File: src/design/htc_pkg.sv
`default_nettype none
package htc_pkg;
    localparam int MAX_WIDTH_DEF  = 1024;
    localparam int MAX_HEIGHT_DEF = 1024;
    localparam logic [7:0]  HUE_LOW_RST  = 8'd0;
    localparam logic [7:0]  HUE_HIGH_RST = 8'd10;
    localparam logic [7:0]  SAT_LOW_RST  = 8'd180;
    localparam logic [7:0]  SAT_HIGH_RST = 8'd255;
    localparam logic [7:0]  VAL_LOW_RST  = 8'd240;
    localparam logic [7:0]  VAL_HIGH_RST = 8'd255;
    localparam logic [10:0] WIDTH_RST    = 11'd640;

    localparam logic [2:0] REG_HUE_LOW  = 3'd0;
    localparam logic [2:0] REG_HUE_HIGH = 3'd1;
    localparam logic [2:0] REG_SAT_LOW  = 3'd2;
    localparam logic [2:0] REG_SAT_HIGH = 3'd3;
    localparam logic [2:0] REG_VAL_LOW  = 3'd4;
    localparam logic [2:0] REG_VAL_HIGH = 3'd5;
    localparam logic [2:0] REG_WIDTH    = 3'd6;

    typedef struct packed {
        logic [7:0]  hue_low;
        logic [7:0]  hue_high;
        logic [7:0]  sat_low;
        logic [7:0]  sat_high;
        logic [7:0]  val_low;
        logic [7:0]  val_high;
        logic [10:0] frame_width;
    } t_cfg;

    typedef struct packed {
        logic [7:0] red;
        logic [7:0] green;
        logic [7:0] blue;
        logic       frame_end;
    } t_pix;

    typedef struct packed {
        logic [7:0]  out_red;
        logic [7:0]  out_green;
        logic [7:0]  out_blue;
        logic        selected;
        logic        centroid_valid;
        logic [9:0]  centroid_x;
        logic [9:0]  centroid_y;
        logic [20:0] selected_total;
    } t_res;
endpackage
`default_nettype wire

File: src/design/htc_if.sv
`default_nettype none
interface htc_pix_if;
    logic            valid;
    logic            ready;
    htc_pkg::t_pix   data;
    modport source (output valid, output data, input ready);
    modport sink   (input valid, input data, output ready);
endinterface

interface htc_res_if;
    logic            valid;
    logic            ready;
    htc_pkg::t_res   data;
    modport source (output valid, output data, input ready);
    modport sink   (input valid, input data, output ready);
endinterface
`default_nettype wire

File: src/design/hsv_threshold_centroid.sv
// HSV color-window threshold with centroid of selected pixels.
// Input channel pix: one RGB pixel per transfer in raster order, frame_end on
// the last pixel of a frame. Output channel res: one result per pixel, the
// pixel or black, a selected flag, and on the last pixel the centroid.
// The front converts to HSV in a 4-stage pipeline at one pixel per cycle unless stalled.
// The back tracks column/row and sums, one pixel per cycle while the receiver
// is ready; on frame_end it runs two bit-serial dividers with a quotient width
// of 31 by default, and input stalls until the last pixel's result is out.
// The APB port writes the windows and frame_width; write only when idle.
// Reset restores the default windows and clears counters and sums.
// A receiver stall backs up through the output register to the front;
// nothing is dropped.
`default_nettype none
module hsv_threshold_centroid #(
    parameter int MAX_WIDTH  = htc_pkg::MAX_WIDTH_DEF,
    parameter int MAX_HEIGHT = htc_pkg::MAX_HEIGHT_DEF
) (
    input  wire logic        i_clk,
    input  wire logic        i_rst_n,
    input  wire logic        psel,
    input  wire logic        penable,
    input  wire logic        pwrite,
    input  wire logic [4:0]  paddr,
    input  wire logic [31:0] pwdata,
    output logic [31:0]      prdata,
    output logic             pready,
    htc_pix_if.sink          pix,
    htc_res_if.source        res
);
    htc_pkg::t_cfg r_cfg;
    htc_pkg::t_pix w_pix;
    logic          w_fv, w_br, w_hit;
    logic [2:0]    w_idx;

    assign pready = 1'b1;
    assign w_idx  = paddr[4:2];

    always_ff @(posedge i_clk) begin
        if (!i_rst_n) begin
            r_cfg.hue_low     <= htc_pkg::HUE_LOW_RST;
            r_cfg.hue_high    <= htc_pkg::HUE_HIGH_RST;
            r_cfg.sat_low     <= htc_pkg::SAT_LOW_RST;
            r_cfg.sat_high    <= htc_pkg::SAT_HIGH_RST;
            r_cfg.val_low     <= htc_pkg::VAL_LOW_RST;
            r_cfg.val_high    <= htc_pkg::VAL_HIGH_RST;
            r_cfg.frame_width <= htc_pkg::WIDTH_RST;
        end else if (psel && penable && pwrite && paddr[1:0] == 2'd0) begin
            case (w_idx)
                htc_pkg::REG_HUE_LOW:  r_cfg.hue_low     <= pwdata[7:0];
                htc_pkg::REG_HUE_HIGH: r_cfg.hue_high    <= pwdata[7:0];
                htc_pkg::REG_SAT_LOW:  r_cfg.sat_low     <= pwdata[7:0];
                htc_pkg::REG_SAT_HIGH: r_cfg.sat_high    <= pwdata[7:0];
                htc_pkg::REG_VAL_LOW:  r_cfg.val_low     <= pwdata[7:0];
                htc_pkg::REG_VAL_HIGH: r_cfg.val_high    <= pwdata[7:0];
                htc_pkg::REG_WIDTH:    r_cfg.frame_width <= pwdata[10:0];
                default: ;
            endcase
        end
    end

    always_comb begin
        case (w_idx)
            htc_pkg::REG_HUE_LOW:  prdata = {24'd0, r_cfg.hue_low};
            htc_pkg::REG_HUE_HIGH: prdata = {24'd0, r_cfg.hue_high};
            htc_pkg::REG_SAT_LOW:  prdata = {24'd0, r_cfg.sat_low};
            htc_pkg::REG_SAT_HIGH: prdata = {24'd0, r_cfg.sat_high};
            htc_pkg::REG_VAL_LOW:  prdata = {24'd0, r_cfg.val_low};
            htc_pkg::REG_VAL_HIGH: prdata = {24'd0, r_cfg.val_high};
            htc_pkg::REG_WIDTH:    prdata = {21'd0, r_cfg.frame_width};
            default:               prdata = 32'd0;
        endcase
    end

    htc_front u_front (
        .i_clk(i_clk), .i_rst_n(i_rst_n), .i_cfg(r_cfg), .pix(pix),
        .o_valid(w_fv), .i_ready(w_br), .o_pix(w_pix), .o_hit(w_hit)
    );

    htc_back #(.MAX_WIDTH(MAX_WIDTH), .MAX_HEIGHT(MAX_HEIGHT)) u_back (
        .i_clk(i_clk), .i_rst_n(i_rst_n), .i_cfg(r_cfg),
        .i_valid(w_fv), .o_ready(w_br), .i_pix(w_pix), .i_hit(w_hit), .res(res)
    );
endmodule
`default_nettype wire

File: src/design/htc_div.sv
`default_nettype none
// restoring divider, one quotient bit per cycle
module htc_div #(
    parameter int NW = 30,
    parameter int DW = 21
) (
    input  wire logic          i_clk,
    input  wire logic          i_rst_n,
    input  wire logic          i_start,
    input  wire logic [NW-1:0] i_num,
    input  wire logic [DW-1:0] i_den,
    output logic               o_busy,
    output logic [NW-1:0]      o_quo
);
    localparam int CW = $clog2(NW + 1);
    logic [CW-1:0] r_cnt, n_cnt;
    logic [NW-1:0] r_q, n_q;
    logic [DW:0]   r_rem, n_rem;
    logic [DW-1:0] r_den, n_den;
    logic [DW:0]   w_sh;

    always_comb begin
        n_cnt = r_cnt;
        n_q   = r_q;
        n_rem = r_rem;
        n_den = r_den;
        w_sh  = {r_rem[DW-1:0], r_q[NW-1]};
        if (i_start) begin
            n_cnt = CW'(NW);
            n_q   = i_num;
            n_rem = '0;
            n_den = i_den;
        end else if (r_cnt != '0) begin
            n_cnt = r_cnt - CW'(1);
            if (w_sh >= {1'b0, r_den}) begin
                n_rem = w_sh - {1'b0, r_den};
                n_q   = {r_q[NW-2:0], 1'b1};
            end else begin
                n_rem = w_sh;
                n_q   = {r_q[NW-2:0], 1'b0};
            end
        end
    end

    always_ff @(posedge i_clk) begin
        if (!i_rst_n) begin
            r_cnt <= '0;
        end else begin
            r_cnt <= n_cnt;
        end
        r_q   <= n_q;
        r_rem <= n_rem;
        r_den <= n_den;
    end

    assign o_busy = (r_cnt != '0);
    assign o_quo  = r_q;
endmodule
`default_nettype wire

File: src/design/htc_front.sv
`default_nettype none
// front: HSV conversion and window test, pipelined, one pixel per cycle unless stalled
module htc_front (
    input  wire logic     i_clk,
    input  wire logic     i_rst_n,
    input  htc_pkg::t_cfg i_cfg,
    htc_pix_if.sink       pix,
    output logic          o_valid,
    input  wire logic     i_ready,
    output htc_pkg::t_pix o_pix,
    output logic          o_hit
);
    // stage 1: max/min, numerators
    logic          r_v1;
    htc_pkg::t_pix r_p1;
    logic [7:0]    r_mx, r_d;
    logic [10:0]   r_n;
    logic          r_grey;
    // stage 2: products
    logic          r_v2;
    htc_pkg::t_pix r_p2;
    logic [7:0]    r_mx2, r_d2;
    logic [18:0]   r_hn;
    logic [15:0]   r_sn;
    logic          r_grey2;
    // stage 3: upper four quotient bits and partial remainders
    logic          r_v3;
    htc_pkg::t_pix r_p3;
    logic [7:0]    r_mx3, r_d3;
    logic [7:0]    r_h3, r_s3;
    logic [18:0]   r_rh3;
    logic [15:0]   r_rs3;
    logic          r_grey3;
    // stage 4: lower quotient bits and window test
    logic          r_v4;
    htc_pkg::t_pix r_p4;
    logic          r_hit;

    logic          w_adv;
    logic [7:0]    w_r, w_g, w_b, w_mx, w_mn, w_d;
    logic [10:0]   w_n;
    logic [7:0]    w_h1, w_s1;
    logic [18:0]   w_rh1;
    logic [15:0]   w_rs1;
    logic [7:0]    w_h, w_s;

    assign w_adv = !r_v4 || i_ready;
    assign pix.ready = w_adv;

    always_comb begin
        w_r = pix.data.red;
        w_g = pix.data.green;
        w_b = pix.data.blue;
        w_mx = w_r;
        w_mn = w_r;
        if (w_g > w_mx) w_mx = w_g;
        if (w_b > w_mx) w_mx = w_b;
        if (w_g < w_mn) w_mn = w_g;
        if (w_b < w_mn) w_mn = w_b;
        w_d = w_mx - w_mn;
        if (w_r == w_mx) begin
            w_n = (w_g >= w_b) ? 11'(w_g - w_b)
                               : 11'(11'(6) * 11'(w_d) + 11'(w_g) - 11'(w_b));
        end else if (w_g == w_mx) begin
            w_n = 11'(11'(2) * 11'(w_d) + 11'(w_b) - 11'(w_r));
        end else begin
            w_n = 11'(11'(4) * 11'(w_d) + 11'(w_r) - 11'(w_g));
        end
    end

    // quotients are at most 8 bits: restoring long division, 4 steps per stage
    always_comb begin
        logic [18:0] rh;
        logic [18:0] dh;
        logic [15:0] rs;
        logic [15:0] ds;
        rh = r_hn;
        rs = r_sn;
        w_h1 = '0;
        w_s1 = '0;
        for (int k = 7; k >= 4; k--) begin
            dh = 19'({8'd0, r_d2, 3'd0} - {10'd0, r_d2, 1'b0}) << k;
            ds = 16'({8'd0, r_mx2}) << k;
            if (rh >= dh) begin
                rh = rh - dh;
                w_h1[k] = 1'b1;
            end
            if (rs >= ds) begin
                rs = rs - ds;
                w_s1[k] = 1'b1;
            end
        end
        w_rh1 = rh;
        w_rs1 = rs;
    end

    always_comb begin
        logic [18:0] rh;
        logic [18:0] dh;
        logic [15:0] rs;
        logic [15:0] ds;
        rh = r_rh3;
        rs = r_rs3;
        w_h = r_h3;
        w_s = r_s3;
        for (int k = 3; k >= 0; k--) begin
            dh = 19'({8'd0, r_d3, 3'd0} - {10'd0, r_d3, 1'b0}) << k;
            ds = 16'({8'd0, r_mx3}) << k;
            if (rh >= dh) begin
                rh = rh - dh;
                w_h[k] = 1'b1;
            end
            if (rs >= ds) begin
                rs = rs - ds;
                w_s[k] = 1'b1;
            end
        end
        if (r_grey3) begin
            w_h = '0;
            w_s = '0;
        end
    end

    always_ff @(posedge i_clk) begin
        if (!i_rst_n) begin
            r_v1 <= 1'b0;
            r_v2 <= 1'b0;
            r_v3 <= 1'b0;
            r_v4 <= 1'b0;
        end else if (w_adv) begin
            r_v1 <= pix.valid;
            r_v2 <= r_v1;
            r_v3 <= r_v2;
            r_v4 <= r_v3;
        end
        if (w_adv) begin
            r_p1    <= pix.data;
            r_mx    <= w_mx;
            r_d     <= w_d;
            r_n     <= w_n;
            r_grey  <= (w_d == 8'd0);
            r_p2    <= r_p1;
            r_mx2   <= r_mx;
            r_d2    <= r_d;
            r_hn    <= 19'(r_n) * 19'd255;
            r_sn    <= 16'(r_d) * 16'd255;
            r_grey2 <= r_grey;
            r_p3    <= r_p2;
            r_mx3   <= r_mx2;
            r_d3    <= r_d2;
            r_h3    <= w_h1;
            r_s3    <= w_s1;
            r_rh3   <= w_rh1;
            r_rs3   <= w_rs1;
            r_grey3 <= r_grey2;
            r_p4    <= r_p3;
            r_hit   <= i_cfg.hue_low <= w_h && w_h <= i_cfg.hue_high &&
                       i_cfg.sat_low <= w_s && w_s <= i_cfg.sat_high &&
                       i_cfg.val_low <= r_mx3 && r_mx3 <= i_cfg.val_high;
        end
    end

    assign o_valid = r_v4;
    assign o_pix   = r_p4;
    assign o_hit   = r_hit;
endmodule
`default_nettype wire

File: src/design/htc_back.sv
`default_nettype none
// back: coordinate tracking, sums, centroid division on frame end
module htc_back #(
    parameter int MAX_WIDTH  = htc_pkg::MAX_WIDTH_DEF,
    parameter int MAX_HEIGHT = htc_pkg::MAX_HEIGHT_DEF
) (
    input  wire logic     i_clk,
    input  wire logic     i_rst_n,
    input  htc_pkg::t_cfg i_cfg,
    input  wire logic     i_valid,
    output logic          o_ready,
    input  htc_pkg::t_pix i_pix,
    input  wire logic     i_hit,
    htc_res_if.source     res
);
    localparam int XW = $clog2(MAX_WIDTH);
    localparam int YW = $clog2(MAX_HEIGHT);
    localparam int CAP = MAX_WIDTH * MAX_HEIGHT;
    localparam int KW = $clog2(CAP + 1);
    localparam int SXW = XW + KW;
    localparam int SYW = YW + KW;
    localparam int SW = (SXW > SYW) ? SXW : SYW;

    typedef enum logic [2:0] {
        ST_RUN  = 3'b001,
        ST_DIV  = 3'b010,
        ST_OUT  = 3'b100
    } t_state;

    t_state        r_st, n_st;
    logic [XW-1:0] r_col;
    logic [YW-1:0] r_row;
    logic [SXW-1:0] r_sx;
    logic [SYW-1:0] r_sy;
    logic [KW-1:0] r_cnt;
    logic          r_ov;
    htc_pkg::t_res r_res;
    logic          r_start;
    logic          w_acc, w_cnt_ok, w_bx, w_by;
    logic [SW-1:0] w_qx, w_qy;
    logic [11:0]   w_wid;
    logic [SXW-1:0] w_sx;
    logic [SYW-1:0] w_sy;
    logic [KW-1:0] w_cnt;

    assign o_ready  = (r_st == ST_RUN) && (!r_ov || res.ready);
    assign w_acc    = i_valid && o_ready;
    assign w_cnt_ok = i_hit && (32'(r_cnt) < CAP);
    assign w_sx = w_cnt_ok ? r_sx + SXW'(r_col) : r_sx;
    assign w_sy = w_cnt_ok ? r_sy + SYW'(r_row) : r_sy;
    assign w_cnt = w_cnt_ok ? r_cnt + KW'(1) : r_cnt;

    always_comb begin
        w_wid = {1'b0, i_cfg.frame_width};
        if (w_wid == '0) w_wid = 12'd1;
        if (32'(w_wid) > MAX_WIDTH) w_wid = 12'(MAX_WIDTH);
    end

    htc_div #(.NW(SW), .DW(KW)) u_divx (
        .i_clk(i_clk), .i_rst_n(i_rst_n), .i_start(r_start),
        .i_num(SW'(r_sx)), .i_den(r_cnt), .o_busy(w_bx), .o_quo(w_qx)
    );
    htc_div #(.NW(SW), .DW(KW)) u_divy (
        .i_clk(i_clk), .i_rst_n(i_rst_n), .i_start(r_start),
        .i_num(SW'(r_sy)), .i_den(r_cnt), .o_busy(w_by), .o_quo(w_qy)
    );

    always_comb begin
        n_st = r_st;
        case (r_st)
            ST_RUN: if (w_acc && i_pix.frame_end) n_st = ST_DIV;
            ST_DIV: if (!r_start && !w_bx && !w_by) n_st = ST_OUT;
            ST_OUT: if (!r_ov || res.ready) n_st = ST_RUN;
            default: n_st = ST_RUN;
        endcase
    end

    always_ff @(posedge i_clk) begin
        if (!i_rst_n) begin
            r_st    <= ST_RUN;
            r_ov    <= 1'b0;
            r_col   <= '0;
            r_row   <= '0;
            r_sx    <= '0;
            r_sy    <= '0;
            r_cnt   <= '0;
            r_start <= 1'b0;
        end else begin
            r_st    <= n_st;
            r_start <= w_acc && i_pix.frame_end;
            if ((w_acc && !i_pix.frame_end) || (r_st == ST_DIV && n_st == ST_OUT)) begin
                r_ov <= 1'b1;
            end else if (res.ready) begin
                r_ov <= 1'b0;
            end
            if (w_acc) begin
                r_res.out_red   <= i_hit ? i_pix.red : 8'd0;
                r_res.out_green <= i_hit ? i_pix.green : 8'd0;
                r_res.out_blue  <= i_hit ? i_pix.blue : 8'd0;
                r_res.selected  <= i_hit;
                r_res.centroid_valid <= i_pix.frame_end;
                r_res.centroid_x <= '0;
                r_res.centroid_y <= '0;
                r_res.selected_total <= '0;
                r_sx  <= w_sx;
                r_sy  <= w_sy;
                r_cnt <= w_cnt;
                if (i_pix.frame_end) begin
                    r_col <= '0;
                    r_row <= '0;
                end else begin
                    if (32'(r_col) + 1 >= 32'(w_wid)) begin
                        r_col <= '0;
                        r_row <= (32'(r_row) + 1 >= MAX_HEIGHT) ? '0 : r_row + YW'(1);
                    end else begin
                        r_col <= r_col + XW'(1);
                    end
                end
            end
            if (r_st == ST_DIV && n_st == ST_OUT) begin
                if (r_cnt != '0) begin
                    r_res.centroid_x <= 10'(w_qx);
                    r_res.centroid_y <= 10'(w_qy);
                end
                r_res.selected_total <= 21'(r_cnt);
                r_sx  <= '0;
                r_sy  <= '0;
                r_cnt <= '0;
            end
        end
    end

    assign res.valid = r_ov;
    assign res.data  = r_res;

    a_cap: assert property (@(posedge i_clk) disable iff (!i_rst_n)
        32'(r_cnt) <= CAP) else $error("hit count over cap");
    a_noacc_div: assert property (@(posedge i_clk) disable iff (!i_rst_n)
        r_st != ST_RUN |-> !o_ready) else $error("accept during divide");
    a_start: assert property (@(posedge i_clk) disable iff (!i_rst_n)
        r_start |-> r_st == ST_DIV) else $error("divider start outside divide");
endmodule
`default_nettype wire

File: src/flat_wrapper.sv
// flat-port wrapper written by rule: the top's interface ports become plain ports
module hsv_threshold_centroid_flat 
#(
    parameter int MAX_WIDTH  = htc_pkg::MAX_WIDTH_DEF,
    parameter int MAX_HEIGHT = htc_pkg::MAX_HEIGHT_DEF
)
  (i_clk, i_rst_n, psel, penable, pwrite, paddr, pwdata, prdata, pready, pix_valid, pix_data, pix_ready, res_valid, res_data, res_ready);
  htc_pix_if pix_i ();
  htc_res_if res_i ();
  input  wire logic i_clk;
  input  wire logic i_rst_n;
  input  wire logic psel;
  input  wire logic penable;
  input  wire logic pwrite;
  input  wire logic [4:0] paddr;
  input  wire logic [31:0] pwdata;
  output logic [31:0] prdata;
  output logic pready;
  input wire logic [$bits(pix_i.valid)-1:0] pix_valid;
  input wire logic [$bits(pix_i.data)-1:0] pix_data;
  output wire logic [$bits(pix_i.ready)-1:0] pix_ready;
  output wire logic [$bits(res_i.valid)-1:0] res_valid;
  output wire logic [$bits(res_i.data)-1:0] res_data;
  input wire logic [$bits(res_i.ready)-1:0] res_ready;
  assign pix_i.valid = pix_valid;
  assign pix_i.data = pix_data;
  assign pix_ready = pix_i.ready;
  assign res_valid = res_i.valid;
  assign res_data = res_i.data;
  assign res_i.ready = res_ready;
  hsv_threshold_centroid #(.MAX_WIDTH(MAX_WIDTH), .MAX_HEIGHT(MAX_HEIGHT)) u_core (.i_clk(i_clk), .i_rst_n(i_rst_n), .psel(psel), .penable(penable), .pwrite(pwrite), .paddr(paddr), .pwdata(pwdata), .prdata(prdata), .pready(pready), .pix(pix_i), .res(res_i));
endmodule
File: config.mk
export PLATFORM = sky130hd
export DESIGN_NAME = hsv_threshold_centroid_flat
export DESIGN_NICKNAME = d
export VERILOG_FILES = /design/src/design/htc_pkg.sv /design/src/design/htc_if.sv /design/src/design/hsv_threshold_centroid.sv /design/src/design/htc_div.sv /design/src/design/htc_front.sv /design/src/design/htc_back.sv /design/src/flat_wrapper.sv
export SDC_FILE = /design/constraint.sdc
export NUM_CORES = 2
export LEC_CHECK = 0
export BUFFER_PORTS_ARGS = -buffer_cell sky130_fd_sc_hd__buf_2
export CELL_PAD_IN_SITES_DETAIL_PLACEMENT = 0
export CELL_PAD_IN_SITES_GLOBAL_PLACEMENT = 1
export CORE_MARGIN = 5
export CORE_UTILIZATION = 35
export CTS_CLUSTER_SIZE = 24
export DETAILED_ROUTE_END_ITERATION = 10
export HOLD_SLACK_MARGIN = 0.05
export PLACE_DENSITY_LB_ADDON = 0.1
export SLEW_MARGIN = 20
export SYNTH_ARGS = -nofsm -noshare
export SYNTH_HDL_FRONTEND = slang
export SYNTH_HIERARCHICAL = 1
export SYNTH_SLANG_ARGS = --single-unit
File: constraint.sdc
create_clock -name i_clk -period 38 [get_ports i_clk]
set_input_delay 5.7 -clock i_clk [delete_from_list [all_inputs] [get_ports i_clk]]
set_output_delay 5.7 -clock i_clk [all_outputs]
set_load 0.01 [all_outputs]
==> summary.txt <==
outcome -> finished clean
Hold Vio Cnt, Final -> 0
routed length on met2 -> 56000 µm
Tmin final -> 14.08 ns
final wirelength -> 124000 µm
Die Y -> 375 µm
Synth Area per Inst -> 9.75 µm²
DR WL/cell -> 18.4 µm
net count reported at finish -> 5555
ANT nets after route -> 0
gpl congestion -> 0.799
antenna cell count -> 0
Post-synth EDFFs -> 410
share of layout cells above drive strength 1 -> 10.4%
Layout Cells excl Fill -> 6722
Hold-fix buffers, CTS -> 0
number of DRC markers in iteration 0 -> 1777
CTS tree -> yes
setup repair bufs after CTS -> 0
Vias -> 34100
Finished Cell Area -> 0.0519 mm²
Fill cells -> 13500
largest net degree at the start of global routing -> 130
Root Driver -> clkbuf_16
type of the worst setup path -> primary input to flop
DRC violations left -> 0
Area Overhead vs Synth -> 11.1%
global-route wire length before repair -> 195000 µm
crit path buf inv count -> 2
placed insts -> 6571
Die W -> 375 µm
Tightest Pin Transition -> 1.14 ns
top cells by area, synth -> edfxtp_1, ha_1, dfxtp_1
clock-pin slew on the worst setup and hold paths -> 0.06 ns
startpoint types -> primary input
Slew HR -> 22.0%
clk buf depth -> 3
flop and latch count out of synthesis -> 633
crit share post-route -> 37.1%
cts bufs inserted -> 81
DPL Wire Length -> 94100 µm
Post-Route Setup TNS -> 0 ns
Crit Path Max Fanout -> 8
Via density -> 5.08
Site Rows -> 134
post-cts resize count -> 0
Congestion Overflow GR -> 0
total die area -> 0.141 mm²
sequential area share after synthesis -> 35.9%
CP delay by family, top -> compound AO/OA/AOI/OAI gates
clk sinks -> 633
RSZ-0062 raised after global routing -> false
via count of the first global-routing pass -> 34100
cell area after synthesis -> 0.0467 mm²
Async SR Flop Fraction -> 0%
fmax -> 71.0 MHz
met1 WL -> 62100 µm
Commonest cells post-synth -> ha_1, inv_1, edfxtp_1
Port Buffers -> 127
area leader, netlist -> edfxtp_1
clk_lat worst skew -> 0.68 ns
initial antenna violation count -> 3
Top FF cell, synth -> edfxtp_1
Crit. End Element -> flop
slowest stage cell, crit path -> mux2i_1
Yosys warnings -> 6
max-slew violation count -> 0
met3 wire length -> 3630 µm
top-count cell post-synth -> ha_1
core area -> 0.133 mm²
I/O pins -> 171
drt pass-1 iters -> 5
Starting Density -> 35.1%
share of the core filled with cells -> 39.0%
worst hold path class -> flop to flop
post-synth cell types -> 120
worst-case clock skew -> 0.0402 ns
Final setup viols -> 0
Top Layer Used -> met5
post-synthesis instance total -> 4789
Max H-tree Level -> 3
gr usage total -> 17.3%
top cell type's share of synthesized area -> 26.4%
crit path DAT -> 14.48 ns
Post-DP Area -> 0.0491 mm²
CP peak stage delay -> 0.98 ns
Req. time, crit path -> 38.40 ns
MaxCap Viol Count -> 0
final cells by class:
type                    instances  area (µm²)  area share (%)
clock buffers                 108        2290            4.41
inverters                     476        1790            3.44
clock inverters                42         484           0.933
repair buffers                161         913            1.76
well taps                    1768        2210            4.26
multi-input cells            3534       27500            52.9
flip-flops and latches        633       16800            32.3
kinds of logic after synthesis:
| group | Yosys count | synth area share (%) |
|---|---|---|
| simple gates | 1323 | 14.7 |
| xor+xnor | 274 | 5.18 |
| buf+inv | 642 | 5.63 |
| mux | 259 | 5.89 |
| other cells | 2 | 0.0161 |
| flops | 633 | 35.9 |
| compound gates | 1052 | 14.6 |
| fa+ha+maj | 604 | 18.1 |
stage by stage:
stage / hold WS (ns) / setup slack [ns]
after floorplan: 0.400 / 19.47
after global placement: 0.400 / 23.24
after detailed placement: 0.405 / 23.18
after CTS: 0.414 / 23.60
after global routing: 0.420 / 22.63
final: 0.412 / 23.92
worst paths after layout:
kind | cells past startpoint | slack (ns) | to | start
worst min register to register | 0 | 0.41 | u_core/u_front/r_p3[1] | u_core/u_front/r_p2[1]
worst min-delay path | 0 | 0.41 | u_core/u_front/r_p3[1] | u_core/u_front/r_p2[1]
worst max register to register | 59 | 23.96 | u_core/u_front/o_hit | u_core/u_front/r_d3[0]
worst max-delay path | 34 | 23.92 | u_core/u_front/r_n[10] | pix_data[10]
metal layers:
| layer | vias to the layer above | track usage [%] |
|---|---|---|
| met2 | 422 | 28.3 |
| li1 | 17300 | - |
| met3 | 121 | 2.40 |
| met5 | - | 0 |
| met1 | 16200 | 24.5 |
| met4 | 2 | 3.50 |
cells in the final DEF, fill, tap and decap left out, types with 48 or more instances in the layout:
master / netlist / final
nor2_1: 285 / 282
nand3_1: 98 / 98
mux2_2: 122 / 122
fa_1: 119 / 119
dfxtp_1: 223 / 222
nand2b_1: 70 / 69
clkbuf_16: 0 / 84
edfxtp_1: 410 / 410
nand4_1: 73 / 73
ha_1: 480 / 480
a21oi_1: 335 / 335
xor2_1: 86 / 86
nor3_1: 102 / 102
inv_1: 473 / 473
o21ai_0: 224 / 223
mux2i_1: 135 / 135
nor2b_1: 104 / 104
and2_1: 56 / 56
xnor2_1: 186 / 186
buf_2: 29 / 126
a21o_1: 112 / 112
a21boi_0: 48 / 48
nand2_1: 330 / 329
flip-flops by register name (all words and copies together), names as in the netlist, 15 cells and up:
name / count
u_core/r_cfg: 59
u_core/u_back/r_cnt: 21
u_core/u_back/r_sx: 31
u_core/u_back/r_sy: 31
u_core/u_back/res.data: 67
u_core/u_back/u_divx/o_quo: 31
u_core/u_back/u_divx/r_den: 21
u_core/u_back/u_divx/r_rem: 21
u_core/u_back/u_divy/o_quo: 31
u_core/u_back/u_divy/r_den: 21
u_core/u_back/u_divy/r_rem: 21
u_core/u_front/o_pix: 25
u_core/u_front/r_hn: 19
u_core/u_front/r_p1: 25
u_core/u_front/r_p2: 25
u_core/u_front/r_p3: 25
u_core/u_front/r_rh3: 19
u_core/u_front/r_rs3: 15
u_core/u_front/r_sn: 15
Power is not shown: default switching activity piles up to over one toggle a cycle in this logic, so the estimate is an artifact.
